**src/rtl/sgr_pkg.sv**
```systemverilog
package sgr_pkg;

    localparam int CODE_W   = 8;
    localparam int SCALE_W  = 4;
    localparam int GLYPH_W  = 15;
    localparam int INK_W    = 24;
    localparam int ROWNUM_W = 6;
    localparam int GROW_W   = 3;

    // Largest magnification; writes above it saturate.
    localparam logic [SCALE_W-1:0] MAX_SCALE = 4'd8;
    localparam logic [GROW_W-1:0]  LAST_GLYPH_ROW = 3'd4;

    typedef enum logic {
        ST_IDLE,
        ST_RUN
    } ctrl_state_t;

    typedef struct packed {
        logic load_glyph;
        logic emit_row;
    } ctrl_cmd_t;

    typedef struct packed {
        logic out_free;
        logic final_row;
    } dp_status_t;

    // Packed glyph: row r in bits 3r+2..3r, leftmost pixel in the high bit of each row.
    function automatic logic [GLYPH_W-1:0] glyph_of(input logic [CODE_W-1:0] code);
        logic [GLYPH_W-1:0] g;
        begin
            unique case (code)
                8'h2B:   g = {3'h0, 3'h2, 3'h7, 3'h2, 3'h0}; // '+'
                8'h2D:   g = {3'h0, 3'h0, 3'h7, 3'h0, 3'h0}; // '-'
                8'h54:   g = {3'h2, 3'h2, 3'h2, 3'h2, 3'h7}; // 'T'
                8'h4F:   g = {3'h7, 3'h5, 3'h5, 3'h5, 3'h7}; // 'O'
                8'h50:   g = {3'h4, 3'h4, 3'h7, 3'h5, 3'h7}; // 'P'
                8'h46:   g = {3'h4, 3'h4, 3'h7, 3'h4, 3'h7}; // 'F'
                8'h52:   g = {3'h5, 3'h6, 3'h7, 3'h5, 3'h7}; // 'R'
                8'h4E:   g = {3'h5, 3'h5, 3'h7, 3'h7, 3'h5}; // 'N'
                8'h53:   g = {3'h7, 3'h1, 3'h7, 3'h4, 3'h7}; // 'S'
                8'h49:   g = {3'h7, 3'h2, 3'h2, 3'h2, 3'h7}; // 'I'
                8'h44:   g = {3'h6, 3'h5, 3'h5, 3'h5, 3'h6}; // 'D'
                8'h45:   g = {3'h7, 3'h4, 3'h7, 3'h4, 3'h7}; // 'E'
                8'h42:   g = {3'h6, 3'h5, 3'h6, 3'h5, 3'h6}; // 'B'
                8'h58:   g = {3'h5, 3'h5, 3'h2, 3'h5, 3'h5}; // 'X'
                8'h59:   g = {3'h2, 3'h2, 3'h2, 3'h5, 3'h5}; // 'Y'
                8'h5A:   g = {3'h7, 3'h4, 3'h2, 3'h1, 3'h7}; // 'Z'
                8'h41:   g = {3'h5, 3'h5, 3'h7, 3'h5, 3'h2}; // 'A'
                8'h43:   g = {3'h3, 3'h4, 3'h4, 3'h4, 3'h3}; // 'C'
                8'h4B:   g = {3'h5, 3'h6, 3'h4, 3'h6, 3'h5}; // 'K'
                default: g = '0;                               // space and unknown codes
            endcase
            return g;
        end
    endfunction

endpackage

```
**src/rtl/sgr_ctrl.sv**
```systemverilog
module sgr_ctrl (
    input  logic               clk,
    input  logic               rst_n,
    input  logic               s_tvalid,
    output logic               s_tready,
    input  sgr_pkg::dp_status_t status,
    output sgr_pkg::ctrl_cmd_t  cmd
);
    import sgr_pkg::*;

    ctrl_state_t state_reg;
    ctrl_state_t state_next;

    always_ff @(posedge clk or negedge rst_n)
    begin
        if (!rst_n)
        begin
            state_reg <= ST_IDLE;
        end
        else
        begin
            state_reg <= state_next;
        end
    end

    always_comb
    begin
        state_next     = state_reg;
        s_tready       = 1'b0;
        cmd.load_glyph = 1'b0;
        cmd.emit_row   = 1'b0;
        unique case (state_reg)
            ST_IDLE:
            begin
                s_tready = 1'b1;
                if (s_tvalid)
                begin
                    cmd.load_glyph = 1'b1;
                    state_next     = ST_RUN;
                end
            end
            ST_RUN:
            begin
                // One row leaves whenever the output register can take it.
                if (status.out_free)
                begin
                    cmd.emit_row = 1'b1;
                    if (status.final_row)
                    begin
                        state_next = ST_IDLE;
                    end
                end
            end
            default:
            begin
                state_next = ST_IDLE;
            end
        endcase
    end

endmodule

```
**src/rtl/sgr_datapath.sv**
```systemverilog
module sgr_datapath (
    input  logic                          clk,
    input  logic                          rst_n,
    input  logic                          cfg_valid,
    input  logic [sgr_pkg::SCALE_W-1:0]   cfg_data,
    input  logic [sgr_pkg::CODE_W-1:0]    char_code,
    input  sgr_pkg::ctrl_cmd_t            cmd,
    output sgr_pkg::dp_status_t           status,
    output logic                          m_tvalid,
    input  logic                          m_tready,
    output logic [sgr_pkg::INK_W-1:0]     ink_row,
    output logic [sgr_pkg::ROWNUM_W-1:0]  row_number,
    output logic                          last_row
);
    import sgr_pkg::*;

    logic [SCALE_W-1:0]  scale_reg;
    logic [SCALE_W-1:0]  scale_next;
    logic [GLYPH_W-1:0]  glyph_reg;
    logic [GROW_W-1:0]   grow_reg;
    logic [SCALE_W-1:0]  rep_reg;
    logic [ROWNUM_W-1:0] rownum_reg;
    logic                m_tvalid_reg;
    logic [INK_W-1:0]    ink_reg;
    logic [ROWNUM_W-1:0] out_rownum_reg;
    logic                last_reg;

    logic [3:0]          row_lsb;
    logic [2:0]          row3;
    logic [INK_W-1:0]    ones;
    logic [INK_W-1:0]    ink;
    logic                rep_done;

    // Writes of zero store one, writes above the maximum store the maximum.
    always_comb
    begin
        priority if (cfg_data == '0)
        begin
            scale_next = SCALE_W'(1);
        end
        else if (cfg_data > MAX_SCALE)
        begin
            scale_next = MAX_SCALE;
        end
        else
        begin
            scale_next = cfg_data;
        end
    end

    // Font row r starts at bit 3r, formed as r + 2r so that row four reaches bit 12.
    assign row_lsb  = {1'b0, grow_reg} + {grow_reg, 1'b0};

    // Widen the font row: leftmost pixel in columns 0..s-1, then s..2s-1, then 2s..3s-1.
    assign row3     = glyph_reg[row_lsb +: 3];
    assign ones     = (INK_W'(1) << scale_reg) - INK_W'(1);
    assign ink      = (row3[2] ? ones : '0)
                    | (row3[1] ? (ones << scale_reg) : '0)
                    | (row3[0] ? (ones << {scale_reg, 1'b0}) : '0);
    assign rep_done = (rep_reg == scale_reg - SCALE_W'(1));

    assign status.out_free  = !m_tvalid_reg || m_tready;
    assign status.final_row = rep_done && (grow_reg == LAST_GLYPH_ROW);

    always_ff @(posedge clk or negedge rst_n)
    begin
        if (!rst_n)
        begin
            scale_reg    <= SCALE_W'(1);
            glyph_reg    <= '0;
            grow_reg     <= '0;
            rep_reg      <= '0;
            rownum_reg   <= '0;
            m_tvalid_reg <= 1'b0;
        end
        else
        begin
            if (cfg_valid)
            begin
                scale_reg <= scale_next;
            end
            if (cmd.load_glyph)
            begin
                glyph_reg  <= glyph_of(char_code);
                grow_reg   <= '0;
                rep_reg    <= '0;
                rownum_reg <= '0;
            end
            else if (cmd.emit_row)
            begin
                rownum_reg <= rownum_reg + ROWNUM_W'(1);
                if (rep_done)
                begin
                    rep_reg  <= '0;
                    grow_reg <= grow_reg + GROW_W'(1);
                end
                else
                begin
                    rep_reg <= rep_reg + SCALE_W'(1);
                end
            end
            if (cmd.emit_row)
            begin
                m_tvalid_reg <= 1'b1;
            end
            else if (m_tready)
            begin
                m_tvalid_reg <= 1'b0;
            end
        end
    end

    always_ff @(posedge clk)
    begin
        if (cmd.emit_row)
        begin
            ink_reg        <= ink;
            out_rownum_reg <= rownum_reg;
            last_reg       <= status.final_row;
        end
    end

    assign m_tvalid   = m_tvalid_reg;
    assign ink_row    = ink_reg;
    assign row_number = out_rownum_reg;
    assign last_row   = last_reg;

endmodule

```
**src/rtl/scaled_glyph_row_generator_core.sv**
```systemverilog
// Character generator for a fixed 3x5 font of nineteen glyphs. Each input transfer carries one
// character code; codes outside the font draw as a space. The glyph is sent out top row first
// as 5*scale output transfers, one per scaled row, each font pixel widened to scale columns
// (leftmost pixel in bit 0) and each row repeated scale times; tlast marks the final row.
// The scale register is written through the cfg channel, resets to 1 and saturates to 1..8.
// Rows leave at one per clock while the output side accepts them. A character is handled in
// two steps: the code is taken and its glyph looked up, then its rows pass one by one
// through the single output register. The next code is taken as soon as the final row of the
// previous one sits in the output register, so input and output overlap by that one row.
module scaled_glyph_row_generator_core (
    input  logic        clk,
    input  logic        rst_n,
    // Configuration write: cfg_data is the scale value.
    input  logic        cfg_valid,
    output logic        cfg_ready,
    input  logic [3:0]  cfg_data,
    // Input stream. s_tdata[7:0] = char_code.
    input  logic        s_tvalid,
    output logic        s_tready,
    input  logic [7:0]  s_tdata,
    // Output stream. m_tdata[23:0] = ink_row, [29:24] = row_number, [31:30] = zero.
    output logic        m_tvalid,
    input  logic        m_tready,
    output logic [31:0] m_tdata,
    output logic        m_tlast
);
    import sgr_pkg::*;

    ctrl_cmd_t           cmd;
    dp_status_t          status;
    logic [INK_W-1:0]    ink_row;
    logic [ROWNUM_W-1:0] row_number;

    // The user must write the register only while idle; the block does not enforce this.
    assign cfg_ready = 1'b1;

    sgr_ctrl u_ctrl (
        .clk      (clk),
        .rst_n    (rst_n),
        .s_tvalid (s_tvalid),
        .s_tready (s_tready),
        .status   (status),
        .cmd      (cmd)
    );

    sgr_datapath u_datapath (
        .clk        (clk),
        .rst_n      (rst_n),
        .cfg_valid  (cfg_valid),
        .cfg_data   (cfg_data),
        .char_code  (s_tdata),
        .cmd        (cmd),
        .status     (status),
        .m_tvalid   (m_tvalid),
        .m_tready   (m_tready),
        .ink_row    (ink_row),
        .row_number (row_number),
        .last_row   (m_tlast)
    );

    assign m_tdata = {2'b00, row_number, ink_row};

    // A glyph load and a row emission never happen in the same cycle.
    assert property (@(posedge clk) disable iff (!rst_n)
        !(cmd.load_glyph && cmd.emit_row))
    else $error("glyph load and row emission coincide");

    // A row is only written into the output register when it is free.
    assert property (@(posedge clk) disable iff (!rst_n)
        cmd.emit_row |-> status.out_free)
    else $error("row emitted over a pending output transfer");

    // After taking a character the block is busy with its rows.
    assert property (@(posedge clk) disable iff (!rst_n)
        (s_tvalid && s_tready) |=> !s_tready)
    else $error("input taken again while a character is in progress");

    // Every emitted row becomes valid on the output in the following cycle.
    assert property (@(posedge clk) disable iff (!rst_n)
        cmd.emit_row |=> m_tvalid)
    else $error("emitted row not presented on the output");

endmodule
```
**config.mk**
```make
export PLATFORM = sky130hd
export DESIGN_NAME = scaled_glyph_row_generator_core
export DESIGN_NICKNAME = d
export VERILOG_FILES = /design/src/rtl/sgr_pkg.sv /design/src/rtl/sgr_ctrl.sv /design/src/rtl/sgr_datapath.sv /design/src/rtl/scaled_glyph_row_generator_core.sv
export SDC_FILE = /design/constraint.sdc
export NUM_CORES = 1
export LEC_CHECK = 0
export ABC_AREA = 0
export BUFFER_PORTS_ARGS = -buffer_cell sky130_fd_sc_hd__buf_2
export CAP_MARGIN = 30
export CORE_MARGIN = 4
export CORE_UTILIZATION = 55
export DETAILED_ROUTE_END_ITERATION = 7
export PLACE_DENSITY = 0.84
export SETUP_SLACK_MARGIN = 0.05
export SLEW_MARGIN = 0
export SYNTH_ARGS = -nofsm -noshare
export SYNTH_HDL_FRONTEND = slang
export SYNTH_SLANG_ARGS = --single-unit
```
**constraint.sdc**
```tcl
create_clock -name clk -period 5.75 [get_ports clk]
set_input_delay 1.15 -clock clk [delete_from_list [all_inputs] [get_ports clk]]
set_output_delay 1.15 -clock clk [all_outputs]
set_load 0.005 [all_outputs]
```
Word-level counts from Yosys, hierarchy flattened. Cells that the tools add are included.

Flip-flop bits (word level): 65. Latch bits: 0. Bits in writable memories: 0. ROM bits: 0. Input port bits: 17. Output and inout port bits: 36. Word-level logic and storage cells: 77. Memories kept: 0.

Add/sub/neg operators: 6. Multiply operators: 0. Div/mod/pow operators: 0. $lt $le $gt $ge: 1. Equal/unequal tests: 21. Shift-type cells: 4. Multiplexer cells: 24. Bitwise operators: 3. Reduce and logical (&&, ||, !) cells: 8.

Operators with widths (count): one-hot mux 15 bit (19 select lines) (1); == test 8 x 7 -> 1 bit (second input constant) (17); two-way mux 24 bit (3); OR 24 bit (2); left shift 1 x 4 -> 24 bit (first input constant) (1); left shift 24 x 4 -> 24 bit (1); left shift 24 x 5 -> 24 bit (1); subtractor 24 x 2 -> 24 bit (second input constant) (1); two-way mux 4 bit (5); == test 8 x 6 -> 1 bit (second input constant) (2); variable part select 15 x 5 -> 3 bit (1); two-way mux 6 bit (2); two-way mux 1 bit (9); two-way mux 3 bit (3); adder 6 x 1 -> 6 bit (second input constant) (1); nonzero test 2 bit (3); adder 3 x 4 -> 4 bit (1); adder 4 x 1 -> 4 bit (second input constant) (1); == test 4 bit (1); greater-than comparator 4 bit (second input constant) (1); logical NOT 4 bit (1); subtractor 4 x 1 -> 4 bit (second input constant) (1); adder 3 x 1 -> 3 bit (second input constant) (1); == test 3 bit (second input constant) (1); 6 further kinds (6).

Depth between registers and ports, before layout.
Depth in word-level cells: 6. Mapped depth: 18. Depth with buffers taken out: 11.

Modules after synthesis. A second synthesis with hierarchy kept.

Cells, all modules: 730. Area, all modules: 6033.3 um2.

Modules (own cells, without submodules): sgr_datapath (instances 1, cells an instance 719, area an instance 5944.5 um2, sequential area each 1757.9 um2); sgr_ctrl (instances 1, cells an instance 6, area an instance 58.8 um2, sequential area each 25.0 um2); scaled_glyph_row_generator_core (instances 1, cells an instance 5, area an instance 30.0 um2, sequential area each 0.0 um2).

Worst setup path after synthesis. Ideal clock, no wire load.

Path type: flip-flop to flip-flop. From: register u_datapath.scale_reg[1]. To: register u_datapath.ink_reg[10] (netlist: u_datapath.ink_row[10]), data pin. Library setup time: 259 ps. Data arrival time: 3902 ps. Data required time: 5491 ps. Setup slack: 1589 ps. Cell stages (with the launch flop): 18. Path buffers: 6. Period minus slack after synthesis: 4161 ps. Path through: dfrtp_1 > clkbuf_1 > inv_1 > clkbuf_1 > buf_1 > ha_1 > buf_6 > buf_2 > nand2_1 > ha_1 > buf_2 > nor2b_1 > o21a_1 > o22a_1 > mux4_2 > a22oi_1 > o21ai_1 > a211o_1.

Cells in the longest elaborated chain, start to end: 6. Elaborated cells between the ends (all ways): 9. Those cells by class: 1 x add/sub; 3 x shift; 3 x mux; 2 x bitwise.

Ends and longest elaborated chain: from (decl) (RTL line sgr_datapath.sv:17) `logic [SCALE_W-1:0] scale_reg;`; from (signal assigned) (RTL line sgr_datapath.sv:80) `scale_reg <= scale_next;`; left shift 1 x 4 -> 24 bit (RTL line sgr_datapath.sv:56) `assign ones = (INK_W'(1) << scale_reg) - INK_W'(1);`; subtractor 24 x 2 -> 24 bit (RTL line sgr_datapath.sv:56); left shift 24 x 4 -> 24 bit (RTL line sgr_datapath.sv:58) `| (row3[1] ? (ones << scale_reg) : '0)`; two-way mux 24 bit (RTL line sgr_datapath.sv:58); OR 24 bit (RTL line sgr_datapath.sv:58); OR 24 bit * (RTL line sgr_datapath.sv:59) `| (row3[0] ? (ones << {scale_reg, 1'b0}) : '0);`; via u_datapath.ink[10] (RTL line sgr_datapath.sv:31) `logic [INK_W-1:0] ink;`; to (signal assigned) (RTL line sgr_datapath.sv:117) `ink_reg <= ink;`; to (decl) (RTL line sgr_datapath.sv:24) `logic [INK_W-1:0] ink_reg;`.

The timed path passes the listed nets; every way through them passes the cells marked *. A chain may end at the register's enable or synchronous reset.

Worst setup path after layout.
From: register u_datapath.scale_reg[0]. To: register u_datapath.ink_reg[17] (netlist: u_datapath.ink_row[17]), data pin.

The elaborated chain is that of the path after synthesis.

==> results.toml <==
[global_route]
grt_start_max_net_pins = 52
antenna_found_initial = 1
grt.overflow.total = 0
grt_pass1_vias = 5482
grt_pass1_wl_um = 29500
grt_util_all_layers_pct = 29.1

[worst_setup_path]
required_ps = 5940
crit_path_max_fanout = 19
cpLargestDelayFamily = "simple AND/OR/NAND/NOR gates"
r2r_cells = 11
critical_path.reg2reg.endpoint = "u_datapath.ink_row[17]"
end_kind = "flop"
reg2reg_slack_ps = 1590
path_class = "flop to flop"
cp_num_buf_inv = 1
cp-start-kind = "flop"
crit_arrival_ps = 4350
path_cells = "inv_1 -> ha_1 -> nand2_1 -> ha_1 -> nor4b_1 -> o21ai_1 -> and2_1 -> mux4_2 -> nor2_1 -> a2111oi_0 -> o21ai_1"
critPathCapture = "u_datapath.ink_row[17]"
crit_path_max_incr_delay_ps = 870
critPathSlowestCell = "nor4b_1"
worstSetupPathDepth = 11
worstSetupStartpoint = "u_datapath.scale_reg[0]"
reg2reg_from = "u_datapath.scale_reg[0]"

[clocking]
htree_levels = 3
cts_tree = "done"
cts_buffers = 9
path_clk_slew_ps = 90
numClockSinks = 65
cts-root-buf = "clkbuf_8"
cts_setup_buffers = 0
clkLatencyLatePin_ps = 340
cts_resized = 0
hold_buffers = 0
clockBufferDepth = 2

[timing]
timing.setup.tns_ps = 0
final-setup-viol-count = 0
fin_crit_sh_pct = 72.4
tightest_slew_ps = 998
max_slew_margin_pct = 32.6
layout_min_cycle_time_ps = 4160
rsz0062_at_grt = "no"
hold_viol_final = 0
slew_viol_final = 0
clock.fmax_ghz = 0.240
skew_ps = 17.2

[logic_synthesis]
seq_area_frac_synth_pct = 30.5
synth_adder_area_share_pct = 2.48
synth_edf_count = 31
synth_xor_area_share_pct = 2.42
synth.distinct_cells = 80
ys_ff_latch = 65
postSynthAreaPerCell_um2 = 7.95
synth_compound_area_share_pct = 29.2
yosysWarnings = 0
syn_inst = 735
muxShareOfSynthArea_pct = 7.62
async_flop_share_pct = 52.3
ys_dominant_reg_cell = "dfrtp_1"
syn-cell-area_um2 = 5850
synth_top_family_by_area = "compound AO/OA/AOI/OAI gates"
yosys.area_share.simple_pct = 20.9

[power]
power_density_nw_per_um2 = 364
ir_drop_mv = 0.162
netSwitchingPower_mw = 0.984
pwr-share-seq_pct = 31.7
finalPower_mw = 2.28
p_comb_share_pct = 50.6
p_leak_nw = 2.45
switching_share_pct = 43.2
p_int_mw = 1.29
clock_power_share_pct = 17.7

[min_path]
worstHoldPathType = "flop to flop"
whs_path_depth = 0

[route]
vias = 6156
drt_wl_total_um = 18400
wl_per_cell_um = 20.8
drcViolationCount = 0
drt-initial-drc-count = 891
first_pass_iters = 6
ant_nets = 0
via_per_inst = 6.97

[floorplanning]
die_w_um = 111
core_area_um2 = 10300
die_y_um = 111
dieArea_um2 = 12300
io_pins = 53
initial_core_util_pct = 56.6
rows = 37

[cells_and_area]
fillers = 903
syn2layout_area_growth_pct = 7.04
n_antenna_cell = 0
largest_reg_flops = 24
regArea_um2 = 1780
nNetsFinal = 770
drive_gt1_share_pct = 15.0
multiInputGateArea_um2 = 3680

[run]
max_cap_violations = 0

[run_status]
outcome = "finished clean"

[placed_design]
gp_congestion = 1.06
io_buffers = 49
hpwl_um = 13000
==> stage by stage <==
step,setup slack [ps],cell area (um2),hold WS [ps],utilization [%],instances
after floorplan,1590,5850,441,-,736
after global placement,1860,6050,456,58.6,866
after detailed placement,1770,6050,473,58.6,866
after CTS,1730,6250,492,60.6,882
after global routing,1360,6260,518,60.6,883
final,1590,6260,496,60.6,883
==> placed cells by master (no fill, tap or decap), types with 11 or more instances in the layout <==
cell,synthesis,layout
dfrtp_1,33,33
a211oi_1,11,11
buf_4,3,13
nand3_1,29,29
buf_2,16,49
nor2_1,54,54
edfxtp_1,31,31
mux4_2,13,13
o21ai_0,88,87
o22ai_1,18,18
inv_1,17,17
mux2i_1,13,13
nand2_1,100,100
a21oi_1,58,58
==> cell usage after synthesis (all sizes together), types with 13 or more instances <==
| library cell | instances | area share (%) |
|---|---|---|
| nand2 | 100 | 6.4 |
| o21ai | 94 | 8.1 |
| a21oi | 58 | 5.0 |
| nor2 | 54 | 3.5 |
| clkbuf | 39 | 2.5 |
| dfrtp | 33 | 14 |
| edfxtp | 31 | 16 |
| buf | 29 | 2.9 |
| nand3 | 29 | 2.5 |
| inv | 18 | 1.2 |
| o22ai | 18 | 1.9 |
| a211oi | 13 | 1.8 |
| mux2i | 13 | 2.2 |
| mux4 | 13 | 5.0 |
==> metal layers <==
metal / wire (um) / global-route usage, % / part of all wire (%)
met4: 634 / 10.1 / 3.4
met1: 7680 / 43.8 / 42
met5: 13 / 0 / 0.071
met2: 7870 / 41.9 / 43
met3: 2200 / 5.57 / 12
==> kinds of logic (layout without fill, tap and decap cells) <==
| family | after synthesis | in the layout |
|---|---|---|
| AO/OA/AOI/OAI | 272 | 272 |
| XOR/XNOR | 14 | 14 |
| adder cells (fa/ha/maj) | 11 | 11 |
| buffers and inverters | 88 | 99 |
| flip-flops | 65 | 65 |
| multiplexers | 28 | 28 |
| other | 2 | 3 |
| AND/OR/NAND/NOR | 255 | 255 |
==> worst min path at each step <==
stage | from | endpoint
after global routing | u_datapath.rownum_reg[5] | u_datapath.row_number[5]
after global placement | u_datapath.rownum_reg[5] | u_datapath.row_number[5]
after floorplan | u_datapath.rownum_reg[5] | u_datapath.row_number[5]
final | u_datapath.rownum_reg[5] | u_datapath.row_number[5]
after detailed placement | u_datapath.rownum_reg[5] | u_datapath.row_number[5]
after CTS | u_datapath.rownum_reg[5] | u_datapath.row_number[5]
==> final cells by class <==
cell class / instances / share of cell area (%)
multi-input cells: 583 / 58.8
inverters: 20 / 1.20
well taps: 136 / 2.72
repair buffers: 63 / 5.56
clock inverters: 7 / 1.26
flip-flops and latches: 65 / 28.5
clock buffers: 9 / 1.98
==> power groups by stage <==
| stage | clock, mW | combinational, mW | sequential, mW |
|---|---|---|---|
| floorplan | 0 | 0.781 | 0.718 |
| global placement | 0 | 1.08 | 0.730 |
| detailed placement | 0 | 1.10 | 0.736 |
| CTS | 0.402 | 1.11 | 0.727 |
| global route | 0.428 | 1.23 | 0.742 |
| finish | 0.403 | 1.15 | 0.723 |
No activity file was read; power rests on OpenSTA's default activity.
